## src/rtl/shr_pkg.sv

```systemverilog
// shared types, constants and arithmetic helpers of the stereo hermite resampler
package shr_pkg;

  localparam int CH   = 2;
  localparam int SW   = 16;
  localparam int FW   = 16;
  localparam int WD   = 4;
  localparam int MAXO = 32;
  localparam int QD   = 4;
  localparam int NST  = 7;

  localparam int PW   = FW + 5;
  localparam int CW   = SW + 4;
  localparam int AW   = SW + 5;
  localparam int MW   = AW + FW + 1;
  localparam int QAW  = $clog2(QD);
  localparam int WAW  = $clog2(WD);
  localparam int HW   = $clog2(WD + 1);
  localparam int OCW  = $clog2(MAXO);

  localparam int CH_L = 0;
  localparam int CH_R = 1;

  typedef logic signed [SW-1:0] sample_t;
  typedef sample_t [CH-1:0]     frame_t;
  typedef frame_t [WD-1:0]      window_t;
  typedef logic [FW-1:0]        frac_t;
  typedef logic [PW-1:0]        pos_t;
  typedef logic signed [CW-1:0] coef_t;
  typedef logic signed [AW-1:0] acc_t;
  typedef logic signed [MW-1:0] prod_t;
  typedef logic signed [AW:0]   wide_t;

  localparam pos_t ONE_POS = pos_t'(1) << FW;
  localparam pos_t POS_MAX = '1;

  localparam wide_t SAT_HI = wide_t'((64'sd1 <<< (SW - 1)) - 64'sd1);
  localparam wide_t SAT_LO = -SAT_HI - wide_t'(1);

  typedef enum logic {
    ST_IDLE,
    ST_EMIT
  } state_e;

  typedef enum logic [2:0] {
    STG_COEF,
    STG_MUL1,
    STG_ADD1,
    STG_MUL2,
    STG_ADD2,
    STG_MUL3,
    STG_OUT
  } stage_e;

  typedef struct packed {
    window_t win;
    frac_t   t;
    logic    last;
  } job_t;

  typedef struct packed {
    sample_t x1;
    coef_t   c1;
    coef_t   c2;
    prod_t   acc;
  } lane_t;

  typedef struct packed {
    lane_t [CH-1:0] lane;
    frac_t          t;
    logic           last;
  } stage_t;

  // product scaled down by the fraction width, round half up
  function automatic acc_t rnd_frac(prod_t p);
    prod_t s;
    s = p + (prod_t'(1) <<< (FW - 1));
    return acc_t'(s >>> FW);
  endfunction

  function automatic sample_t sat_sample(wide_t v);
    sample_t r;
    if (v > SAT_HI) begin
      r = sample_t'(SAT_HI);
    end else if (v < SAT_LO) begin
      r = sample_t'(SAT_LO);
    end else begin
      r = sample_t'(v);
    end
    return r;
  endfunction

endpackage

```

## src/rtl/shr_queue.sv

```systemverilog
// short job queue between front end and interpolation pipeline
module shr_queue import shr_pkg::*; (
  input  logic clk_i,
  input  logic rst_ni,
  input  logic push_i,
  input  job_t job_i,
  output logic full_o,
  input  logic pop_i,
  output job_t job_o,
  output logic empty_o
);

  job_t           mem_q [QD];
  logic [QAW-1:0] wr_q, rd_q;
  logic [QAW:0]   cnt_q;
  logic           do_push, do_pop;

  assign full_o  = (cnt_q == (QAW+1)'(QD));
  assign empty_o = (cnt_q == '0);
  assign do_push = push_i && !full_o;
  assign do_pop  = pop_i && !empty_o;
  assign job_o   = mem_q[rd_q];

  always_ff @(posedge clk_i) begin
    if (do_push) begin
      mem_q[wr_q] <= job_i;
    end
  end

  always_ff @(posedge clk_i or negedge rst_ni) begin
    if (!rst_ni) begin
      wr_q  <= '0;
      rd_q  <= '0;
      cnt_q <= '0;
    end else begin
      if (do_push) begin
        wr_q <= wr_q + QAW'(1);
      end
      if (do_pop) begin
        rd_q <= rd_q + QAW'(1);
      end
      if (do_push && !do_pop) begin
        cnt_q <= cnt_q + (QAW+1)'(1);
      end else if (do_pop && !do_push) begin
        cnt_q <= cnt_q - (QAW+1)'(1);
      end
    end
  end

`ifndef NO_ASSERTIONS
  a_count_bound: assert property (@(posedge clk_i) disable iff (!rst_ni)
    cnt_q <= (QAW+1)'(QD))
    else $error("queue count above depth");
`endif

endmodule

```

## config.mk

```make
export PLATFORM = sky130hd
export DESIGN_NAME = shr_queue
export DESIGN_NICKNAME = d
export VERILOG_FILES = /design/src/rtl/shr_pkg.sv /design/src/rtl/shr_queue.sv
export SDC_FILE = /design/constraint.sdc
export NUM_CORES = 1
export LEC_CHECK = 0
export ABC_AREA = 1
export BUFFER_PORTS_ARGS = -buffer_cell sky130_fd_sc_hd__buf_2
export CAP_MARGIN = 20
export CORE_MARGIN = 5
export CORE_UTILIZATION = 55
export CTS_BUF_LIST = sky130_fd_sc_hd__clkbuf_16
export DETAILED_ROUTE_END_ITERATION = 10
export PLACE_DENSITY_LB_ADDON = 0.15
export SLEW_MARGIN = 30
export SYNTH_ARGS = -nofsm -noshare
export SYNTH_HDL_FRONTEND = slang
export SYNTH_SLANG_ARGS = --single-unit
```

## constraint.sdc

```tcl
create_clock -name clk_i -period 23.1 [get_ports clk_i]
set_input_delay 2.31 -clock clk_i [delete_from_list [all_inputs] [get_ports clk_i]]
set_output_delay 2.31 -clock clk_i [all_outputs]
set_load 0.02 [all_outputs]
```

==> flow_summary.json <==
{
  "status": "finished, final reports clean",
  "slowest_stage": "buf_4",
  "yosys_warnings": 0,
  "cp-start-kind": "flop",
  "min_period_ns": 6.18,
  "ctsHoldBuffers": 0,
  "drv_cap": 0,
  "numPortBuffers": 295,
  "core_mm2": 0.0428,
  "ys_ff_latch": 587,
  "cts_sinks": 587,
  "synth_area_leaders": "edfxtp_1, o211ai_1, nand2_1",
  "synth-compound-area-share_pct": 9.22,
  "final_cells": 2627,
  "ctsLongestPathBuffers": 3,
  "synth_flop_cell": "edfxtp_1",
  "yosysTopAreaCell": "edfxtp_1",
  "synth_simple_gate_area_share_pct": 7.42,
  "hp-start": "cnt_q[2]$_DFFE_PN0P_",
  "muxShareOfSynthArea_pct": 0,
  "drive_above_1_share_pct": 19.0,
  "dp_hpwl_um": 28300,
  "async_reset_ff_share_pct": 1.19,
  "ir_drop_mv": 0.121,
  "finClkSkew_ns": 0.0295,
  "path_class": "flop to output pin",
  "htreeDepth": 2,
  "worst_pin_slew_ns": 0.952,
  "wl_met1_um": 19800,
  "syn_area_mm2": 0.0237,
  "die_h_um": 217,
  "synth_top_family_by_area": "compound AO/OA/AOI/OAI gates",
  "worstPathMaxFanout": 272,
  "fill_cells": 3195,
  "power_density_mw_per_mm2": 134,
  "io_pins": 296,
  "fin_util_pct": 63.0,
  "multi_input_area_mm2": 0.00406,
  "p_leak_nw": 10.9,
  "post_cts_buffers": 0,
  "relSlewSlack_pct": 36.6,
  "dr_wl_met2_um": 23000,
  "cts_buffers": 57,
  "rows": 76,
  "vias": 13772,
  "finalCritPeriodShare_pct": 26.8,
  "cts_root_buf": "clkbuf_16",
  "cpPeakStageDelay_ns": 0.84,
  "routed-wl-met3_um": 3610,
  "cts_tree": "built",
  "drcViolationCount": 0,
  "regArea_mm2": 0.0176,
  "ant_nets": 0,
  "clkTransAtPathRegs_ns": 0.06,
  "dp_cells": 2514,
  "antenna_found_initial": 16,
  "insertion_delay_ns": 0.61,
  "r2r_slack_ns": 19.54,
  "endpoint_kind": "output pin",
  "setup_viol": 0,
  "routed_wl_um": 47900,
  "reg2regPathDepth": 6,
  "gp_congestion": 0.823,
  "grt_usage_pct": 20.2,
  "gr-total-overflow": 0,
  "cpMostUsedCell": "nand2_1",
  "ys_seq_area_share_pct": 74.3,
  "first_iter_violations": 930,
  "initial_core_util_pct": 55.3,
  "synth_cell_type_count": 19,
  "die_w_um": 217,
  "crit_arrival_ns": 3.87,
  "whs_path_depth": 2,
  "required_ns": 20.79,
  "avgSynthCellArea_um2": 13.5,
  "synth_fp_nets": 1908,
  "syn_to_final_growth_pct": 14.0,
  "grt_pass1_vias": 13569,
  "finalSetupTns_ns": 0,
  "min_path_type": "flop to flop",
  "wire_per_inst_um": 18.2,
  "max_clock_freq_ghz": 0.162,
  "finalMaxSlewViolations": 0,
  "power_mw": 3.61,
  "cts_resized": 0,
  "vias_per_cell": 5.24,
  "firstDrtPassIters": 7,
  "synthAdderAreaFrac_pct": 0.349,
  "die_area_mm2": 0.0473,
  "layout.nets": 2182,
  "synth_top_area_share_pct": 73.6,
  "worstPathCellList": "inv_16 -> buf_4 -> buf_6 -> nand2_1 -> o211ai_1 -> nand2_1 -> buf_2",
  "rr_startpoint": "cnt_q[0]$_DFFE_PN0P_",
  "synth-xor-area-share_pct": 0.0370,
  "hold_path_end": "cnt_q[2]$_DFFE_PN0P_",
  "synth-edff-count": 580,
  "grt_setup_unrepaired": "no",
  "grt_max_degree": 273,
  "synth_cells": 1753,
  "r2r_end": "mem_q[2][51]$_DFFE_PP_",
  "grt_pass1_wl_um": 74400,
  "routed.top_layer": "met5",
  "final-hold-violation-count": 0
}
-- metrics by stage --
step	hold WS (ns)	instance area [µm²]	setup WS [ns]
after floorplan	0.463	23700	13.97
after global placement	0.490	25100	17.44
after detailed placement	0.505	25100	17.33
after CTS	0.521	27000	16.63
after global routing	0.542	27000	16.58
final	0.524	27000	16.92
-- how the worst max path moves through the flow --
stage | endpoint | from | slack (ns) | cells after the start
floorplan | mem_q[0][0]$_DFFE_PP_ | push_i | 13.97 | 2
global placement | job_o[32] | rd_q[0]$_DFFE_PN0P_ | 17.44 | 7
detailed placement | job_o[49] | rd_q[0]$_DFFE_PN0P_ | 17.33 | 7
CTS | job_o[45] | rd_q[0]$_DFFE_PN0P_ | 16.63 | 7
global route | job_o[45] | rd_q[0]$_DFFE_PN0P_ | 16.58 | 7
finish | job_o[45] | rd_q[0]$_DFFE_PN0P_ | 16.92 | 7
-- synthesized netlist by cell type, types with 2 or more instances --
| library cell | instances |
|---|---|
| clkbuf_8 | 3 |
| buf_2 | 29 |
| ha_1 | 5 |
| o211ai_1 | 290 |
| inv_1 | 305 |
| dfrtp_1 | 7 |
| buf_6 | 61 |
| buf_4 | 2 |
| nor2_1 | 4 |
| nand3_1 | 7 |
| edfxtp_1 | 580 |
| nand2_1 | 453 |
-- layout make-up --
| class | instances | share of cell area [%] |
|---|---|---|
| flip-flops and latches | 587 | 65.2 |
| multi-input cells | 763 | 15.0 |
| repair buffers | 311 | 6.01 |
| clock buffers | 59 | 5.47 |
| inverters | 307 | 4.34 |
| well taps | 546 | 2.53 |
| clock inverters | 48 | 1.32 |
| diodes | 6 | 0.0557 |
-- report_power, final --
part | switching (mW) | internal (mW)
combinational | 0.911 | 0.347
sequential | 0.0565 | 1.40
clock | 0.372 | 0.525
total | 1.34 | 2.27
-- cells in the final DEF, fill, tap and decap left out, drive strengths merged --
master | netlist | routed
edfxtp | 580 | 580
nand2 | 453 | 453
inv | 307 | 322
buf | 92 | 311
o211ai | 290 | 290
clkbuf | 4 | 59
clkinv | 0 | 27
nand3 | 7 | 7
dfrtp | 7 | 7
diode | 0 | 6
bufinv | 0 | 6
ha | 5 | 5
nor2 | 4 | 4
o21ai | 1 | 1
xnor2 | 1 | 1
nand4 | 1 | 1
fa | 1 | 1
-- critical path, delay by kind of cell, from the launching register on --
kind / cells / cell delay (ns)
buffers and inverters: 4 / 2.30
AND/OR/NAND/NOR: 2 / 0.24
flip-flops: 1 / 0.50
AO/OA/AOI/OAI: 1 / 0.13
-- sequential cells by signal, summed over array words and instances (netlist names) --
register,flops
cnt_q,3
mem_q,580
wr_q,2
rd_q,2
-- per-layer routing --
layer	GRT usage, %	vias to the layer above
li1	-	6708
met1	25.8	6579
met2	33.5	350
met3	5.79	115
met4	6.80	20
met5	0	-
-- cell families after synthesis --
group,after synthesis
AOI/OAI and AO/OA,291
xor gates and xnor gates,1
adders and majority gates,6
buffers and inverters,403
and+or+nand+nor,465
DFF,587
Note: power is estimated with default switching activity, not from simulation.
