`src/rtl/shr_pkg.sv`:
```
// shared types, constants and arithmetic helpers of the stereo hermite resampler
package shr_pkg;

  localparam int CH   = 2;
  localparam int SW   = 16;
  localparam int FW   = 16;
  localparam int WD   = 4;
  localparam int MAXO = 32;
  localparam int QD   = 4;
  localparam int NST  = 7;

  localparam int PW   = FW + 5;
  localparam int CW   = SW + 4;
  localparam int AW   = SW + 5;
  localparam int MW   = AW + FW + 1;
  localparam int QAW  = $clog2(QD);
  localparam int WAW  = $clog2(WD);
  localparam int HW   = $clog2(WD + 1);
  localparam int OCW  = $clog2(MAXO);

  localparam int CH_L = 0;
  localparam int CH_R = 1;

  typedef logic signed [SW-1:0] sample_t;
  typedef sample_t [CH-1:0]     frame_t;
  typedef frame_t [WD-1:0]      window_t;
  typedef logic [FW-1:0]        frac_t;
  typedef logic [PW-1:0]        pos_t;
  typedef logic signed [CW-1:0] coef_t;
  typedef logic signed [AW-1:0] acc_t;
  typedef logic signed [MW-1:0] prod_t;
  typedef logic signed [AW:0]   wide_t;

  localparam pos_t ONE_POS = pos_t'(1) << FW;
  localparam pos_t POS_MAX = '1;

  localparam wide_t SAT_HI = wide_t'((64'sd1 <<< (SW - 1)) - 64'sd1);
  localparam wide_t SAT_LO = -SAT_HI - wide_t'(1);

  typedef enum logic {
    ST_IDLE,
    ST_EMIT
  } state_e;

  typedef enum logic [2:0] {
    STG_COEF,
    STG_MUL1,
    STG_ADD1,
    STG_MUL2,
    STG_ADD2,
    STG_MUL3,
    STG_OUT
  } stage_e;

  typedef struct packed {
    window_t win;
    frac_t   t;
    logic    last;
  } job_t;

  typedef struct packed {
    sample_t x1;
    coef_t   c1;
    coef_t   c2;
    prod_t   acc;
  } lane_t;

  typedef struct packed {
    lane_t [CH-1:0] lane;
    frac_t          t;
    logic           last;
  } stage_t;

  // product scaled down by the fraction width, round half up
  function automatic acc_t rnd_frac(prod_t p);
    prod_t s;
    s = p + (prod_t'(1) <<< (FW - 1));
    return acc_t'(s >>> FW);
  endfunction

  function automatic sample_t sat_sample(wide_t v);
    sample_t r;
    if (v > SAT_HI) begin
      r = sample_t'(SAT_HI);
    end else if (v < SAT_LO) begin
      r = sample_t'(SAT_LO);
    end else begin
      r = sample_t'(v);
    end
    return r;
  endfunction

endpackage

```
`src/rtl/shr_front.sv`:
```
// front end: frame window, read position and issue of interpolation jobs
module shr_front import shr_pkg::*; (
  input  logic    clk_i,
  input  logic    rst_ni,
  input  logic    in_valid_i,
  output logic    in_ready_o,
  input  sample_t left_sample_i,
  input  sample_t right_sample_i,
  input  logic    cfg_we_i,
  input  pos_t    cfg_wdata_i,
  output logic    push_o,
  output job_t    job_o,
  input  logic    full_i
);

  state_e           state_q, state_d;
  window_t          win_q, win_d;
  pos_t             pos_q, pos_d;
  pos_t             step_q;
  logic [HW-1:0]    held_q, held_d;
  logic [OCW-1:0]   cnt_q, cnt_d;
  logic [PW:0]      pos_sum;
  pos_t             pos_nxt;
  logic             last;
  frame_t           in_frame;

  always_comb begin
    in_frame[CH_L] = left_sample_i;
    in_frame[CH_R] = right_sample_i;
    pos_sum = {1'b0, pos_q} + {1'b0, step_q};
    pos_nxt = pos_sum[PW] ? POS_MAX : pos_sum[PW-1:0];
    last = (cnt_q == OCW'(MAXO - 1)) || (pos_nxt[PW-1:FW] != (PW-FW)'(1));

    state_d    = state_q;
    win_d      = win_q;
    pos_d      = pos_q;
    held_d     = held_q;
    cnt_d      = cnt_q;
    in_ready_o = 1'b0;
    push_o     = 1'b0;

    case (state_q)
      ST_IDLE: begin
        in_ready_o = 1'b1;
        if (in_valid_i) begin
          cnt_d = '0;
          if (held_q < HW'(WD)) begin
            win_d[held_q[WAW-1:0]] = in_frame;
            held_d = held_q + HW'(1);
            if (held_q == HW'(WD - 1)) begin
              state_d = ST_EMIT;
            end
          end else begin
            for (int i = 0; i < WD - 1; i++) begin
              win_d[i] = win_q[i+1];
            end
            win_d[WD-1] = in_frame;
            pos_d = (pos_q >= ONE_POS) ? pos_q - ONE_POS : '0;
            state_d = ST_EMIT;
          end
        end
      end
      ST_EMIT: begin
        if (pos_q[PW-1:FW] != (PW-FW)'(1)) begin
          state_d = ST_IDLE;
        end else begin
          push_o = 1'b1;
          if (!full_i) begin
            pos_d = pos_nxt;
            cnt_d = cnt_q + OCW'(1);
            if (last) begin
              state_d = ST_IDLE;
            end
          end
        end
      end
      default: begin
        state_d = ST_IDLE;
      end
    endcase

    job_o.win  = win_q;
    job_o.t    = pos_q[FW-1:0];
    job_o.last = last;
  end

  always_ff @(posedge clk_i or negedge rst_ni) begin
    if (!rst_ni) begin
      state_q <= ST_IDLE;
      win_q   <= '0;
      pos_q   <= ONE_POS;
      step_q  <= ONE_POS;
      held_q  <= HW'(1);
      cnt_q   <= '0;
    end else begin
      state_q <= state_d;
      win_q   <= win_d;
      pos_q   <= pos_d;
      held_q  <= held_d;
      cnt_q   <= cnt_d;
      if (cfg_we_i) begin
        step_q <= cfg_wdata_i;
      end
    end
  end

`ifndef NO_ASSERTIONS
  a_fill_no_emit: assert property (@(posedge clk_i) disable iff (!rst_ni)
    in_valid_i && in_ready_o && held_q < HW'(WD - 1) |=> state_q == ST_IDLE)
    else $error("emit started before the window was full");

  a_emit_full_window: assert property (@(posedge clk_i) disable iff (!rst_ni)
    state_q == ST_EMIT |-> held_q == HW'(WD))
    else $error("emit with partial window");

  a_last_ends_run: assert property (@(posedge clk_i) disable iff (!rst_ni)
    push_o && !full_i && job_o.last |=> state_q == ST_IDLE)
    else $error("run continued after last item");
`endif

endmodule

```
`config.mk`:
```
export PLATFORM = sky130hd
export DESIGN_NAME = shr_front
export DESIGN_NICKNAME = d
export VERILOG_FILES = /design/src/rtl/shr_pkg.sv /design/src/rtl/shr_front.sv
export SDC_FILE = /design/constraint.sdc
export NUM_CORES = 1
export LEC_CHECK = 0
export ABC_CLOCK_PERIOD_IN_PS = 4000
export BUFFER_PORTS_ARGS = -buffer_cell sky130_fd_sc_hd__buf_4
export CAP_MARGIN = 30
export CORE_MARGIN = 2
export CORE_UTILIZATION = 40
export DETAILED_ROUTE_END_ITERATION = 6
export GPL_ROUTABILITY_DRIVEN = 0
export MAX_ROUTING_LAYER = met4
export SYNTH_ARGS = -nofsm -noshare
export SYNTH_HDL_FRONTEND = slang
export SYNTH_SLANG_ARGS = --single-unit
```
`constraint.sdc`:
```
create_clock -name clk_i -period 4 [get_ports clk_i]
set_input_delay 0.8 -clock clk_i [delete_from_list [all_inputs] [get_ports clk_i]]
set_output_delay 0.8 -clock clk_i [all_outputs]
set_load 0.05 [all_outputs]
```
==> key figures <==
Pwr
  • Logic gate share of total power: 42.8%
  • Max VDD drop: 375 uV
  • Switching share of total power: 44.6%
  • Total leakage power: 5.14 nW
  • Switching power of the nets: 0.00326 W
  • Part of the power in registers: 34.7%
  • Power per unit of standard cell area: 645 nW/um2
  • Cell-internal power: 0.00405 W
  • Fraction of power consumed by the clock network: 22.4%

STA
  • Fmax achieved: 0.257 GHz
  • Hold slack: 0.401 ns
  • Final count of pins violating max slew: 0
  • Worst-case clock skew: 0.0138 ns
  • RSZ-0062 raised after global routing: false
  • Transition time at the pin with the least slew margin: 0.873 ns
  • Count of final setup violators: 0
  • Tcrit/Tclk final: 97.4%
  • Worst slew margin: 41.8%
  • Sum of negative setup slack: 0 ns
  • Final hold vios: 0
  • Shortest clock period the worst path allows after layout: 3.90 ns

CTS
  • CTS Buffer Depth: 2
  • CTS clk-pin slew, worst paths: 0.08 ns
  • Clock insertion delay at the later pin of the skew report: 0.43 ns
  • Level count of the clock H-tree: 4
  • Root Driver: sky130_fd_sc_hd__clkbuf_16
  • CTS sink count: 179
  • Clock buffers created by TritonCTS: 17
  • Number of buffers inserted by hold repair at cts: 0
  • TritonCTS clock tree: done

Floorplan
  • Die ar.: 24000 um2
  • Effective utilization at floorplan: 40.6%
  • Total core area: 22500 um2
  • I/O pins: 205
  • Width of the die: 155 um
  • Number of rows in the core area: 55
  • Die Height: 155 um

Routing
  • Post-detailed-route via-to-cell ratio: 5.83
  • Drt pass-1 iters: 5
  • Number of remaining DRC errors: 0
  • DR WL/cell: 19.8 um
  • Via Count: 8298
  • Total length of routed wires: 28.2 mm
  • Routed Antenna Nets: 0
  • Starting DRC count in detailed routing: 668

Finish
  • Most used cells in the layout excluding fill and tap cells: 219 x sky130_fd_sc_hd__buf_4, 190 x sky130_fd_sc_hd__o22ai_1, 176 x sky130_fd_sc_hd__dfrtp_1
  • Ant diodes: 0
  • Fraction of layout cells with a size suffix above 1: 25.7%
  • Number of nets at the end of the flow: 1214
  • Final-layout fill cell count: 2105
  • Area growth from synthesis to layout: 24.0%
  • Most frequent standard cell in the layout excluding fill and tap cells: sky130_fd_sc_hd__buf_4

Placed design
  • Number of buffers added on ports: 204
  • Hpwl dp: 18.2 mm

GRT
  • GRT Resource Usage Total: 24.1%
  • Met2 track demand over resource in global routing: 35.3%
  • Via count of the first global-routing pass: 8197
  • Met1 Usage GRT: 32.7%
  • Pin count of the biggest net entering global routing: 78
  • Global-route track usage on met3: 6.21%
  • Global routing's busiest layer: met2
  • First-pass GRT wire length: 45.0 mm
  • Antenna violations before repair: 0
  • Final global-route overflow total: 0

Critical path
  • Cells along the critical path: ha_1 > and4_1 > nand4_1 > nand3b_1 > a21oi_1 > o21ai_0 > a221oi_2 > nand3_1 > buf_6
  • Worst setup SP type: flip-flop
  • Cell with the biggest individual delay on the critical path: sky130_fd_sc_hd__dfrtp_1
  • Kind of end point of the critical path: output pin
  • WP buf/inv: 1
  • Crit path DAT: 3.10 ns
  • Critical Path RT: 3.20 ns
  • Kind of cell adding the most delay to the critical path: simple AND/OR/NAND/NOR gates
  • Maximum single-stage delay on the critical path: 0.42 ns
  • Critical Setup Path Class: reg2out
  • Largest fanout on the critical path: 7

Synth
  • Post-synthesis cell area: 9130 um2
  • Post-Synth Adder-Cell Area: 4.33%
  • Number of flops mapped to enable cells by yosys: 0
  • Post-Synthesis Net Count: 1064
  • Synth warnings: 0
  • Simple-Gate Fraction of Synth Area: 9.87%
  • FFs w/ async S/R, synth: 100%
  • Yosys cell types: 58
  • Share of synthesized area occupied by flip-flops and latches: 49.1%
  • Mean instance size in the synthesized netlist: 9.36 um2
  • Compound-Gate Fraction of Synth Area: 26.7%
  • Main combinational cell family by area after synthesis: compound AO/OA/AOI/OAI gates
  • Flip-flop and latch count after synthesis: 179
  • Flip-flop cell with the highest count after synthesis: sky130_fd_sc_hd__dfrtp_1
  • XOR/XNOR Fraction of Synth Area: 1.63%
  • Mux share of post-synthesis cell area: 2.59%
  • Mapped Cells: 975

Run
  • MaxCap Viol Count: 0

Hold path
  • Hold/Removal Path Class: in2async

Outcome
  • Outcome: finished, final reports clean
==> worst register-to-register path, cell delays in order (launching register included) <==
cell and delay [ns]:
sky130_fd_sc_hd__dfstp_2 0.59, sky130_fd_sc_hd__ha_1 0.25, sky130_fd_sc_hd__nor4b_1 0.46, sky130_fd_sc_hd__nand4_1 0.21
sky130_fd_sc_hd__nor4_1 0.48, sky130_fd_sc_hd__nor4b_2 0.17, sky130_fd_sc_hd__a21o_1 0.21, sky130_fd_sc_hd__o21ai_1 0.06
sky130_fd_sc_hd__buf_4 0.26, sky130_fd_sc_hd__a22o_1 0.19
==> cell usage after synthesis (2+ instances only) <==
library cell	count	area (um2)
sky130_fd_sc_hd__dfrtp_1	176	4400
sky130_fd_sc_hd__a211oi_1	2	15.0
sky130_fd_sc_hd__o221ai_1	2	17.5
sky130_fd_sc_hd__buf_1	8	30.0
sky130_fd_sc_hd__nor3_1	5	25.0
sky130_fd_sc_hd__o21ai_0	62	310
sky130_fd_sc_hd__nand3_1	15	75.1
sky130_fd_sc_hd__buf_2	3	15.0
sky130_fd_sc_hd__a21o_1	12	90.1
sky130_fd_sc_hd__nand2_1	127	477
sky130_fd_sc_hd__o21ai_1	4	20.0
sky130_fd_sc_hd__nor4_1	3	18.8
sky130_fd_sc_hd__xor2_1	8	70.1
sky130_fd_sc_hd__and4_1	2	17.5
sky130_fd_sc_hd__mux2_2	21	236
sky130_fd_sc_hd__nand3b_1	2	15.0
sky130_fd_sc_hd__o21a_1	2	15.0
sky130_fd_sc_hd__ha_1	30	375
sky130_fd_sc_hd__a21oi_1	116	581
sky130_fd_sc_hd__clkbuf_1	58	218
sky130_fd_sc_hd__o22ai_1	190	1190
sky130_fd_sc_hd__buf_4	18	135
sky130_fd_sc_hd__a21oi_2	3	26.3
sky130_fd_sc_hd__buf_6	4	45.0
sky130_fd_sc_hd__xnor2_1	9	78.8
sky130_fd_sc_hd__nor2_1	21	78.8
sky130_fd_sc_hd__nand4_1	7	43.8
sky130_fd_sc_hd__dfstp_2	3	78.8
sky130_fd_sc_hd__a2bb2oi_1	2	17.5
sky130_fd_sc_hd__a31oi_1	3	18.8
sky130_fd_sc_hd__nand2b_1	3	18.8
sky130_fd_sc_hd__inv_1	20	75.1
sky130_fd_sc_hd__or3_1	3	18.8
sky130_fd_sc_hd__nor2b_1	4	25.0
sky130_fd_sc_hd__o211ai_1	3	22.5
sky130_fd_sc_hd__a221oi_2	2	30.0
==> repair_timing <==
item	CTS	global route
endpoints found under the setup margin	0	1
gates resized for setup	0	2
setup buffers	0	0
==> worst paths after layout <==
kind	start	endpoint	slack [ns]	cells past startpoint
setup reg to reg	pos_q[16]	pos_q[5]	1.07	9
max in group asynchronous	rst_ni	step_q[16]	2.72	2
setup / recovery	pos_q[9]	job_o[0]	0.10	9
hold / removal	rst_ni	pos_q[1]	0.40	1
min in group clk_i	job_o[140]	job_o[140]	0.51	2
hold reg to reg	job_o[140]	job_o[140]	0.51	2
==> final cells by class <==
type / count / area, um2 / share of cell area, %
sequential: 179 / 4480 / 39.6
multi-input combinational: 684 / 4150 / 36.7
timing repair buffer: 222 / 1690 / 14.9
clock buffer: 18 / 429 / 3.79
tap: 285 / 357 / 3.15
clock inverter: 14 / 134 / 1.18
inverter: 21 / 80.1 / 0.708
==> power groups by stage <==
| stage | Sequential (W) | Combinational [W] | Clock [W] |
|---|---|---|---|
| floorplan | 0.00349 | 0.00125 | 0 |
| global placement | 0.00255 | 0.00310 | 0 |
| detailed placement | 0.00256 | 0.00312 | 0 |
| CTS | 0.00253 | 0.00313 | 0.00167 |
| global route | 0.00260 | 0.00334 | 0.00175 |
| finish | 0.00254 | 0.00313 | 0.00164 |
==> sequential cells by signal (all words and copies together), names as in the netlist <==
register	count
cnt_q	5
state_q	1
step_q	21
job_o	128
pos_q	21
held_q	3
==> kinds of logic (layout without fill, tap and decap cells) <==
family                     after synthesis  count (layout)
adders and majority gates               31              31
DFF                                    179             179
buffers and inverters                  112             275
xor gates and xnor gates                17              17
and+or+nand+nor                        202             202
muxes                                   21              21
AOI/OAI and AO/OA                      413             413
==> metal layers <==
metal  routed length, um  vias to the layer above
li1                    -                     3916
met1               12700                     4046
met2               12800                      294
met3                1890                       42
met4                 803                        0
met5                   0                        -
==> stage by stage <==
step / setup WS, ns / utilization (%) / area, um2 / total power [W] / std cells
after global routing: 0.00789 / 50.3 / 11300 / 0.00769 / 1423
final: 0.104 / 50.3 / 11300 / 0.00730 / 1423
after floorplan: 0.886 / - / 9130 / 0.00473 / 975
after detailed placement: 0.627 / 47.7 / 10700 / 0.00568 / 1391
after CTS: 0.152 / 50.2 / 11300 / 0.00733 / 1423
after global placement: 0.673 / 47.7 / 10700 / 0.00565 / 1391
Note: power is estimated with default switching activity, not from simulation.
